===== config.mk =====
export PLATFORM = sky130hd
export DESIGN_NAME = ordered_list_engine
export DESIGN_NICKNAME = d
export VERILOG_FILES = /design/src/rtl/core/ole_pkg.sv /design/src/rtl/core/ordered_list_engine.sv /design/src/rtl/core/ole_cell.sv /design/src/rtl/core/ole_chain.sv
export SDC_FILE = /design/constraint.sdc
export NUM_CORES = 2
export LEC_CHECK = 0
export BUFFER_PORTS_ARGS = -buffer_cell sky130_fd_sc_hd__buf_2
export CAP_MARGIN = 40
export CORE_ASPECT_RATIO = 0.9
export CORE_MARGIN = 5
export CORE_UTILIZATION = 35
export DETAILED_ROUTE_END_ITERATION = 10
export PLACE_DENSITY = 0.47
export SYNTH_ARGS = -nofsm -noshare
export SYNTH_HDL_FRONTEND = slang
export SYNTH_SLANG_ARGS = --single-unit

===== constraint.sdc =====
create_clock -name aclk -period 13.4 [get_ports aclk]
set_input_delay 1.34 -clock aclk [delete_from_list [all_inputs] [get_ports aclk]]
set_output_delay 1.34 -clock aclk [all_outputs]
set_load 0.05 [all_outputs]

===== src/rtl/core/ole_pkg.sv =====
// ole_pkg: shared constants, command and status codes and the cell control bundle
// for the ordered list engine. Depends on nothing; used by every file in rtl/core.

package ole_pkg;

    // sizes of the list and of the fields
    localparam int CAPACITY   = 16;
    localparam int DATA_W     = 32;
    localparam int IDX_W      = $clog2(CAPACITY);
    localparam int COUNT_W    = 5;
    localparam int OP_W       = 3;
    localparam int POS_W      = 5;
    localparam int STATUS_W   = 2;
    localparam int IN_TDATA_W = 40;
    localparam int OUT_TDATA_W = 40;

    // command codes
    localparam logic [OP_W-1:0] OP_PUSH_FRONT = 3'd0;
    localparam logic [OP_W-1:0] OP_PUSH_BACK  = 3'd1;
    localparam logic [OP_W-1:0] OP_POP_FRONT  = 3'd2;
    localparam logic [OP_W-1:0] OP_POP_BACK   = 3'd3;
    localparam logic [OP_W-1:0] OP_INSERT     = 3'd4;
    localparam logic [OP_W-1:0] OP_REMOVE     = 3'd5;
    localparam logic [OP_W-1:0] OP_READ       = 3'd6;
    localparam logic [OP_W-1:0] OP_FIND       = 3'd7;

    // result status codes
    localparam logic [STATUS_W-1:0] ST_DONE  = 2'd0;
    localparam logic [STATUS_W-1:0] ST_RANGE = 2'd1;
    localparam logic [STATUS_W-1:0] ST_FULL  = 2'd2;
    localparam logic [STATUS_W-1:0] ST_EMPTY = 2'd3;

    // what every cell sees for the current request
    typedef struct packed {
        logic               ins_en;
        logic               rem_en;
        logic [IDX_W-1:0]   slot;
        logic [DATA_W-1:0]  value;
        logic [COUNT_W-1:0] count;
    } cell_ctrl_t;

endpackage


===== src/rtl/core/ordered_list_engine.sv =====
// ordered_list_engine: an accepted request has its result registered in the output
// register in the next cycle; one request per cycle is taken while s_tready is high,
// because every cell of the chain shifts, compares or is read in parallel.
// A result waiting in the output register does not stop the next request while
// the sink takes it. aresetn (synchronous, active low) empties the list and the
// output register; cell contents are left as they are and never read unwritten.

module ordered_list_engine (
    input  logic                                aclk,
    input  logic                                aresetn,
    input  logic                                s_tvalid,
    output logic                                s_tready,
    // op [2:0], position [7:3], value [39:8]
    input  logic [ole_pkg::IN_TDATA_W-1:0]      s_tdata,
    output logic                                m_tvalid,
    input  logic                                m_tready,
    // status [1:0], read_value [33:2], found [34], count [39:35]
    output logic [ole_pkg::OUT_TDATA_W-1:0]     m_tdata
);

    logic [ole_pkg::OP_W-1:0]     op;
    logic [ole_pkg::POS_W-1:0]    position;
    logic [ole_pkg::DATA_W-1:0]   value;
    logic                         accept;
    logic                         full;
    logic                         empty;
    logic                         ins_ok;
    logic                         rem_ok;
    logic                         rd_ok;
    logic                         pos_bad;
    logic [ole_pkg::IDX_W-1:0]    slot;
    logic [ole_pkg::STATUS_W-1:0] status;
    ole_pkg::cell_ctrl_t          ctrl;
    logic [ole_pkg::DATA_W-1:0]   read_data;
    logic                         any_match;

    logic [ole_pkg::COUNT_W-1:0]  count_reg;
    logic [ole_pkg::COUNT_W-1:0]  count_next;
    logic                         out_valid_reg;
    logic                         out_valid_next;
    logic [ole_pkg::STATUS_W-1:0] status_reg;
    logic [31:0]                  read_value_reg;
    logic                         found_reg;
    logic [ole_pkg::COUNT_W-1:0]  out_count_reg;

    // request fields
    assign op       = s_tdata[2:0];
    assign position = s_tdata[7:3];
    assign value    = ole_pkg::DATA_W'(s_tdata[39:8]);

    // output register frees up when empty or being drained
    assign s_tready = !out_valid_reg || m_tready;
    assign accept   = s_tvalid && s_tready;

    assign full    = (count_reg == ole_pkg::COUNT_W'(ole_pkg::CAPACITY));
    assign empty   = (count_reg == '0);
    assign pos_bad = (position == '0) || (position > count_reg);

    // command decode: target slot, status and which way the chain moves
    always_comb begin
        ins_ok = 1'b0;
        rem_ok = 1'b0;
        rd_ok  = 1'b0;
        slot   = '0;
        status = ole_pkg::ST_DONE;
        case (op)
            ole_pkg::OP_PUSH_FRONT: begin
                if (full) status = ole_pkg::ST_FULL;
                else      ins_ok = 1'b1;
            end
            ole_pkg::OP_PUSH_BACK: begin
                slot = ole_pkg::IDX_W'(count_reg);
                if (full) status = ole_pkg::ST_FULL;
                else      ins_ok = 1'b1;
            end
            ole_pkg::OP_POP_FRONT: begin
                if (empty) status = ole_pkg::ST_EMPTY;
                else       rem_ok = 1'b1;
            end
            ole_pkg::OP_POP_BACK: begin
                slot = ole_pkg::IDX_W'(count_reg - 1'b1);
                if (empty) status = ole_pkg::ST_EMPTY;
                else       rem_ok = 1'b1;
            end
            ole_pkg::OP_INSERT: begin
                slot = ole_pkg::IDX_W'(position);
                if (position > count_reg) status = ole_pkg::ST_RANGE;
                else if (full)            status = ole_pkg::ST_FULL;
                else                      ins_ok = 1'b1;
            end
            ole_pkg::OP_REMOVE: begin
                slot = ole_pkg::IDX_W'(position - 1'b1);
                if (pos_bad) status = ole_pkg::ST_RANGE;
                else         rem_ok = 1'b1;
            end
            ole_pkg::OP_READ: begin
                slot = ole_pkg::IDX_W'(position - 1'b1);
                if (pos_bad) status = ole_pkg::ST_RANGE;
                else         rd_ok  = 1'b1;
            end
            default: begin
                status = ole_pkg::ST_DONE;
            end
        endcase
    end

    // broadcast to the cells
    always_comb begin
        ctrl.ins_en = accept && ins_ok;
        ctrl.rem_en = accept && rem_ok;
        ctrl.slot   = slot;
        ctrl.value  = value;
        ctrl.count  = count_reg;
    end

    ole_chain u_chain (
        .aclk      (aclk),
        .ctrl      (ctrl),
        .read_slot (slot),
        .read_data (read_data),
        .any_match (any_match)
    );

    // element count and output valid
    always_comb begin
        count_next = count_reg;
        if (ctrl.ins_en) begin
            count_next = count_reg + 1'b1;
        end else if (ctrl.rem_en) begin
            count_next = count_reg - 1'b1;
        end
        out_valid_next = out_valid_reg;
        if (accept) begin
            out_valid_next = 1'b1;
        end else if (m_tready) begin
            out_valid_next = 1'b0;
        end
    end

    always_ff @(posedge aclk) begin
        if (!aresetn) begin
            count_reg     <= '0;
            out_valid_reg <= 1'b0;
        end else begin
            count_reg     <= count_next;
            out_valid_reg <= out_valid_next;
        end
    end

    // result payload
    always_ff @(posedge aclk) begin
        if (accept) begin
            status_reg     <= status;
            read_value_reg <= rd_ok ? 32'(read_data) : '0;
            found_reg      <= (op == ole_pkg::OP_FIND) && any_match;
            out_count_reg  <= count_next;
        end
    end

    assign m_tvalid = out_valid_reg;
    assign m_tdata  = {out_count_reg, found_reg, read_value_reg, status_reg};

`ifndef SYNTH
    // list never grows beyond its capacity
    a_count_cap: assert property (@(posedge aclk) disable iff (!aresetn)
        count_reg <= ole_pkg::COUNT_W'(ole_pkg::CAPACITY))
        else $error("list count above capacity");

    // a push onto a full list leaves the count alone
    a_full_push: assert property (@(posedge aclk) disable iff (!aresetn)
        accept && full && (op == ole_pkg::OP_PUSH_FRONT || op == ole_pkg::OP_PUSH_BACK)
        |=> $stable(count_reg))
        else $error("push on full list changed count");

    // every accepted request leaves a result behind
    a_result: assert property (@(posedge aclk) disable iff (!aresetn)
        accept |=> out_valid_reg)
        else $error("accepted request produced no result");

    // full status only ever reported with a full list
    a_full_status: assert property (@(posedge aclk) disable iff (!aresetn)
        out_valid_reg && (status_reg == ole_pkg::ST_FULL)
        |-> out_count_reg == ole_pkg::COUNT_W'(ole_pkg::CAPACITY))
        else $error("full status with list not full");

    // a hit never comes with a failing status
    a_found: assert property (@(posedge aclk) disable iff (!aresetn)
        out_valid_reg && found_reg |-> status_reg == ole_pkg::ST_DONE)
        else $error("found set with failing status");
`endif

endmodule


===== src/rtl/core/ole_cell.sv =====
// ole_cell: one storage cell of the list chain, with its own shift and compare logic.
// Depends on ole_pkg.

module ole_cell (
    input  logic                        aclk,
    input  logic [ole_pkg::IDX_W-1:0]   idx,
    input  ole_pkg::cell_ctrl_t         ctrl,
    input  logic [ole_pkg::DATA_W-1:0]  left_data,
    input  logic [ole_pkg::DATA_W-1:0]  right_data,
    output logic [ole_pkg::DATA_W-1:0]  data,
    output logic                        match
);

    logic [ole_pkg::DATA_W-1:0] data_reg;
    logic [ole_pkg::DATA_W-1:0] data_next;

    // insert: take the new value at the slot, shift right behind it
    // remove: shift left from the slot onward
    always_comb begin
        data_next = data_reg;
        if (ctrl.ins_en) begin
            if (idx == ctrl.slot) begin
                data_next = ctrl.value;
            end else if (idx > ctrl.slot) begin
                data_next = left_data;
            end
        end else if (ctrl.rem_en) begin
            if (idx >= ctrl.slot) begin
                data_next = right_data;
            end
        end
    end

    // payload only, no reset
    always_ff @(posedge aclk) begin
        data_reg <= data_next;
    end

    // hit only on an occupied cell
    assign match = ({1'b0, idx} < ctrl.count) && (data_reg == ctrl.value);
    assign data  = data_reg;

endmodule


===== src/rtl/core/ole_chain.sv =====
// ole_chain: the row of list cells, each wired to its neighbours, plus read select
// and the search hit reduction. Depends on ole_pkg and ole_cell.

module ole_chain (
    input  logic                        aclk,
    input  ole_pkg::cell_ctrl_t         ctrl,
    input  logic [ole_pkg::IDX_W-1:0]   read_slot,
    output logic [ole_pkg::DATA_W-1:0]  read_data,
    output logic                        any_match
);

    logic [ole_pkg::DATA_W-1:0] cell_q [ole_pkg::CAPACITY];
    logic [ole_pkg::DATA_W-1:0] left_d [ole_pkg::CAPACITY];
    logic [ole_pkg::DATA_W-1:0] right_d [ole_pkg::CAPACITY];
    logic [ole_pkg::CAPACITY-1:0] match_vec;

    genvar i;
    generate
        for (i = 0; i < ole_pkg::CAPACITY; i++) begin : g_cell
            // neighbour links, ends fed back from themselves
            if (i == 0) begin : g_first
                assign left_d[i] = cell_q[i];
            end else begin : g_left
                assign left_d[i] = cell_q[i-1];
            end
            if (i == ole_pkg::CAPACITY - 1) begin : g_last
                assign right_d[i] = cell_q[i];
            end else begin : g_right
                assign right_d[i] = cell_q[i+1];
            end

            ole_cell u_cell (
                .aclk       (aclk),
                .idx        (ole_pkg::IDX_W'(i)),
                .ctrl       (ctrl),
                .left_data  (left_d[i]),
                .right_data (right_d[i]),
                .data       (cell_q[i]),
                .match      (match_vec[i])
            );
        end
    endgenerate

    // read port and search result
    assign read_data = cell_q[read_slot];
    assign any_match = |match_vec;

endmodule


Yosys cells after proc, flatten, opt, wreduce, memory -nomap -nowiden:

Index checks and enable logic that the tools add are counted.

* $add $sub $neg: 3
* multiply operators: 0
* divide/modulo/power cells: 0
* $lt $le $gt $ge: 48
* eq/ne operators: 54
* shift-type cells: 0
* muxes and demuxes: 96
* bitwise operators: 1
* reduce and logical (&&, ||, !) cells: 65

Operators by type and width (count)
* 2-to-1 mux 32 bit: 78
* equality test 32 bit: 16
* binary-select mux 32 bit (select 4 bit): 1
* AND reduction 3 bit: 15
* != test 3 x 1 -> 1 bit, second input constant: 14
* less-than comparator 4 x 5 -> 1 bit, first input constant: 8
* nonzero test 2 bit: 18
* equality test 4 bit, first input constant: 8
* greater-than comparator 4 bit, first input constant: 8
* >= comparator 4 bit, first input constant: 7
* logical AND 1 bit: 20
* less-than comparator 3 x 5 -> 1 bit, first input constant: 4
* equality test 3 x 4 -> 1 bit, first input constant: 4
* >= comparator 3 x 4 -> 1 bit, first input constant: 4
* greater-than comparator 3 x 4 -> 1 bit, first input constant: 4
* case mux 4 bit (4 select lines): 1
* OR reduction 16 bit: 1
* equality test 3 bit, second input constant: 4
* logical NOT 5 bit: 2
* less-than comparator 1 x 5 -> 1 bit, first input constant: 2
* less-than comparator 2 x 5 -> 1 bit, first input constant: 2
* 2-to-1 mux 5 bit: 2
* equality test 2 x 4 -> 1 bit, first input constant: 2
* >= comparator 1 x 4 -> 1 bit, first input constant: 2
* other kinds (24): 40

* bits in registers: 558
* latch bits: 0
* memory bits (writable): 0
* ROM bits: 0
* bits of input ports: 44
* output and inout port bits: 42
* logic and storage cells: 289
* memories kept: 0

Logic depth before layout (Yosys ltp):

* depth after elaboration: 7
* gate-level depth with buffers: 14
* gate-level depth less buffers: 10

Modules after synthesis:

A second synthesis with hierarchy kept.

* cells, all modules: 3809
* area total of the unflattened synthesis: 40879.2 um2

By module, submodules not included
* ole_cell (u_chain.g_cell[15].u_cell ...): times used 10, cells each 208, area an instance 2180.8 um2, sequential area each 960.9 um2
* ole_cell (u_chain.g_cell[0].u_cell ...): times used 6, cells each 208, area an instance 2158.3 um2, sequential area each 960.9 um2
* ole_chain: times used 1, cells each 278, area an instance 3748.6 um2, sequential area each 0.0 um2
* ordered_list_engine: times used 1, cells each 203, area an instance 2372.3 um2, sequential area each 1321.3 um2

Worst setup path after synthesis:

OpenSTA, ideal clock, no wires.

* kind: input port to flip-flop
* start point: input port m_tready
* end point: register u_chain.g_cell[0].u_cell.data_reg, in the netlist u_chain.g_cell[0].u_cell.data[0], enable pin
* setup time: 461 ps
* arrival time: 6075 ps
* data required time: 12939 ps
* slack: 6864 ps
* stages: 9
* buffers on the path: 1
* cells stage by stage: nand2b_1 and2_1 nand3_1 a21o_1 buf_2 clkinv_2 nor2_2 or2_2 nor3_1

* word-level cells in the longest chain between the ends: 5
* elaborated cells on any way between the ends: 8
* those cells by class: eq/ne (1); reduce/logical (7)

RTL lines
* start, declared: line ordered_list_engine.sv:16 `input logic m_tready,`
* logical OR 1 bit (*): line ordered_list_engine.sv:52 `assign s_tready = !out_valid_reg || m_tready;`
* logical AND 1 bit (*): line ordered_list_engine.sv:53 `assign accept = s_tvalid && s_tready;`
* named net accept: line ordered_list_engine.sv:24 `logic accept;`
* logical AND 1 bit, on equally long branches: line ordered_list_engine.sv:109, ordered_list_engine.sv:110
* != test 2 x 1 -> 1 bit (no line) or nonzero test 2 bit (tied branches)
* AND reduction 3 bit (no line) (*)
* end signal, assigned: line ole_cell.sv:36 `data_reg <= data_next;`
* end, declared: line ole_cell.sv:14 `logic [ole_pkg::DATA_W-1:0] data_reg;`

The timed path passes the listed nets; every way through them passes the cells marked *.
A chain may end at the register's enable or synchronous reset.

Worst setup path after layout:

* start point: register count_reg[2] in the netlist's numbering
* end point: register u_chain.g_cell[1].u_cell.data_reg, in the netlist u_chain.g_cell[1].u_cell.data[16], data pin

* word-level cells in the longest chain between the ends: 6
* elaborated cells on any way between the ends: 11
* those cells by class: add/sub (1); order compare (1); eq/ne (2); mux (6); reduce/logical (1)

RTL lines
* start, declared: line ordered_list_engine.sv:37 `logic [ole_pkg::COUNT_W-1:0] count_reg;`
* start signal, assigned: line ordered_list_engine.sv:145 `count_reg <= count_next;`
* parallel branches: the longest is 5 deep, another holds subtractor 5 x 1 -> 5 bit
* 2-to-1 mux 32 bit (*): line ole_cell.sv:21 `if (ctrl.ins_en) begin`
* named net u_chain.g_cell[1].u_cell.data_next (one bit): line ole_cell.sv:15 `logic [ole_pkg::DATA_W-1:0] data_next;`
* end signal, assigned: line ole_cell.sv:36
* end, declared: line ole_cell.sv:14

Mark *: on every way through the listed nets, which the timed path passes.

==> results.json <==
{
  "hp-class": "register to register",
  "grt_util_all_layers": 0.325,
  "hp-start": "m_tvalid$_SDFFE_PN0P_",
  "place_area_mm2": 0.0393,
  "numPortBuffers": 85,
  "finalHoldViolCount": 0,
  "synth_top_area_share": 0.443,
  "dp_cells": 4821,
  "finalSetupViolCount": 0,
  "fillers": 10423,
  "synth_cells": 3606,
  "die_area_mm2": 0.114,
  "synth_area_leader_cell": "edfxtp_1",
  "max_freq_ghz": 0.180,
  "fin_crit_sh": 0.414,
  "multiInputGateArea_mm2": 0.0193,
  "crit_start": "count_reg[2]$_SDFF_PN0_",
  "ir_drop_mv": 0.0923,
  "yosysWarnings": 0,
  "crit_top_cell": "buf_4",
  "yosysUniqueCellTypes": 74,
  "power_mw": 6.03,
  "ys_top_cells_by_area": "edfxtp_1, o211ai_1, xnor2_1",
  "grt_pass1_vias": 29273,
  "setup_tns_ps": 0,
  "synthTopCellsByCount": "nand2_1, edfxtp_1, nand3_1",
  "synth_edf_count": 552,
  "cp-end-kind": "register",
  "arrival_ps": 6000,
  "rsz0062_at_grt": "false",
  "finalClockSkew_ps": 31.0,
  "syn_nets": 3660,
  "ios": 86,
  "ctsResizeCount": 0,
  "ant_nets": 0,
  "clockBufferDepth": 3,
  "finalNetCount": 3568,
  "synth-async-reset-ratio": 0,
  "finalNonFillerCells": 4952,
  "start_util": 0.354,
  "cp_max_fo": 73,
  "status": "completed",
  "areaGrowthSynthToFinish_pct": 10.9,
  "tritoncts": "built",
  "cts_max_level": 3,
  "tightestPinTransition_ps": 1020,
  "clk_pin_slew_ps": 60,
  "p_per_area_mw_per_mm2": 145,
  "p_leak_nw": 14.1,
  "ys_seq_area_frac": 0.446,
  "first_pass_iters": 6,
  "drv_cap": 0,
  "grt_overflow": 0,
  "timing.rr.start": "count_reg[2]$_SDFF_PN0_",
  "vias": 32739,
  "hpwlAfterDp_um": 131000,
  "ys_seq_elements": 558,
  "fp.dieW_um": 355,
  "clock_latency_ps": 650,
  "die_y_um": 320,
  "post_cts_buffers": 0,
  "max_stage_delay_ps": 840,
  "slew_violations": 0,
  "fin_crit_ps": 5550,
  "cts_sinks": 558,
  "num_rows": 113,
  "holdWs_ps": 526,
  "drt_first_iter_violations": 5437,
  "drc_errors": 0,
  "viasPerCell": 6.61,
  "grt_pass1_wl_um": 260000,
  "largest_reg_flops": 512,
  "yosysMostFrequentCell": "nand2_1",
  "cts_buffers": 70,
  "wire_per_inst_um": 38.8,
  "antenna_found_initial": 26,
  "routed_wirelength_um": 192000,
  "drive_above_1_share": 0.133,
  "synthesis.area_mm2": 0.0375,
  "clock-root-buffer": "clkbuf_16",
  "crit_chain": "inv_1 -> ha_1 -> and4b_4 -> a2111oi_4 -> o21bai_1 -> a21o_4 -> buf_4 -> buf_4 -> buf_4 -> nand2_1 -> o211ai_1",
  "hold_buffers": 0,
  "required_ps": 13840,
  "gp_congestion": 1.06,
  "grt_max_degree": 157,
  "final_cell_area_mm2": 0.0415,
  "maxSlewHeadroom": 0.321,
  "yosys_most_used_dff": "edfxtp_1",
  "core_area_mm2": 0.106,
  "setup.worst_path.start_class": "register",
  "critPathKind": "register to register",
  "synth.avg_cell_area_um2": 10.4,
  "cpMaxStageDelayCell": "dfxtp_1",
  "regArea_mm2": 0.0167
}
## kinds of logic (layout without fill, tap and decap cells)
group / count (synthesis) / count (layout) / synth area share
and+or+nand+nor: 1280 / 1280 / 0.163
AOI/OAI and AO/OA: 583 / 583 / 0.117
DFF: 558 / 558 / 0.446
xor gates and xnor gates: 518 / 518 / 0.121
buffers and inverters: 369 / 325 / 0.0471
muxes: 288 / 288 / 0.103
adders and majority gates: 10 / 10 / 0.00334
other: 0 / 10 / 0
## final cells by class
class | count | share of cell area
inverter | 13 | 0.00163
sequential | 558 | 0.402
antenna | 10 | 0.000603
timing repair buffer | 192 | 0.0385
tap | 1380 | 0.0416
clock inverter | 28 | 0.00545
multi-input combinational | 2679 | 0.464
clock buffer | 92 | 0.0462
## worst paths after layout
check / cells after the start / slack, ps / end
worst max-delay path: 11 / 7850 / u_chain.g_cell[1].u_cell.data[16]$_DFFE_PP_
worst min-delay path: 2 / 530 / m_tvalid$_SDFFE_PN0P_
worst max register to register: 11 / 7850 / u_chain.g_cell[1].u_cell.data[16]$_DFFE_PP_
worst min register to register: 2 / 530 / m_tvalid$_SDFFE_PN0P_
## routing by layer
| metal | global-route usage | up-vias | part of all wire |
|---|---|---|---|
| li1 | - | 13405 | - |
| met1 | 0.466 | 16670 | 0.42 |
| met2 | 0.471 | 2263 | 0.42 |
| met3 | 0.0807 | 391 | 0.11 |
| met4 | 0.128 | 10 | 0.049 |
| met5 | 0 | - | 0.00034 |
## power breakdown
group	internal [mW]	switching (mW)	leakage, nW
sequential	2.19	0.221	5.17
combinational	0.527	1.19	7.85
clock	1.06	0.836	1.04
total	3.78	2.25	14.1
## through the flow
step,utilization,worst slack [ps]
finish,0.392,7850
global route,0.392,7650
CTS,0.392,8030
detailed placement,0.372,7510
global placement,0.365,7440
floorplan,-,6860
## layout by cell type (no fill, tap or decap), types with 7 or more instances in the layout
| master | count |
|---|---|
| xor2_1 | 251 |
| nand2_1 | 555 |
| nand4_4 | 9 |
| nand2b_1 | 7 |
| mux4_1 | 17 |
| nand3_1 | 462 |
| clkbuf_1 | 18 |
| buf_4 | 76 |
| mux4_2 | 46 |
| diode_2 | 10 |
| mux2i_1 | 128 |
| a211o_1 | 32 |
| mux2_2 | 86 |
| nor3_1 | 7 |
| clkinv_2 | 9 |
| nand4_1 | 82 |
| and2b_2 | 9 |
| o22ai_1 | 34 |
| clkbuf_16 | 74 |
| mux2_1 | 10 |
| o21ai_0 | 12 |
| ha_1 | 10 |
| and2b_1 | 8 |
| nor4_1 | 78 |
| inv_1 | 9 |
| edfxtp_1 | 552 |
| clkinv_1 | 13 |
| buf_2 | 89 |
| a21oi_1 | 8 |
| nor2b_1 | 16 |
| buf_16 | 14 |
| xnor2_1 | 267 |
| nor2_1 | 15 |
| o211ai_1 | 451 |
## worst max-delay path: cells and delay by family (launching register included)
kind                     cells  cell delay, ps
buffers and inverters        4            2540
AO/OA/AOI/OAI                4             980
flip-flops                   1             840
adder cells (fa/ha/maj)      1             380
AND/OR/NAND/NOR              2             370
Power figures use the tool's default switching activity.
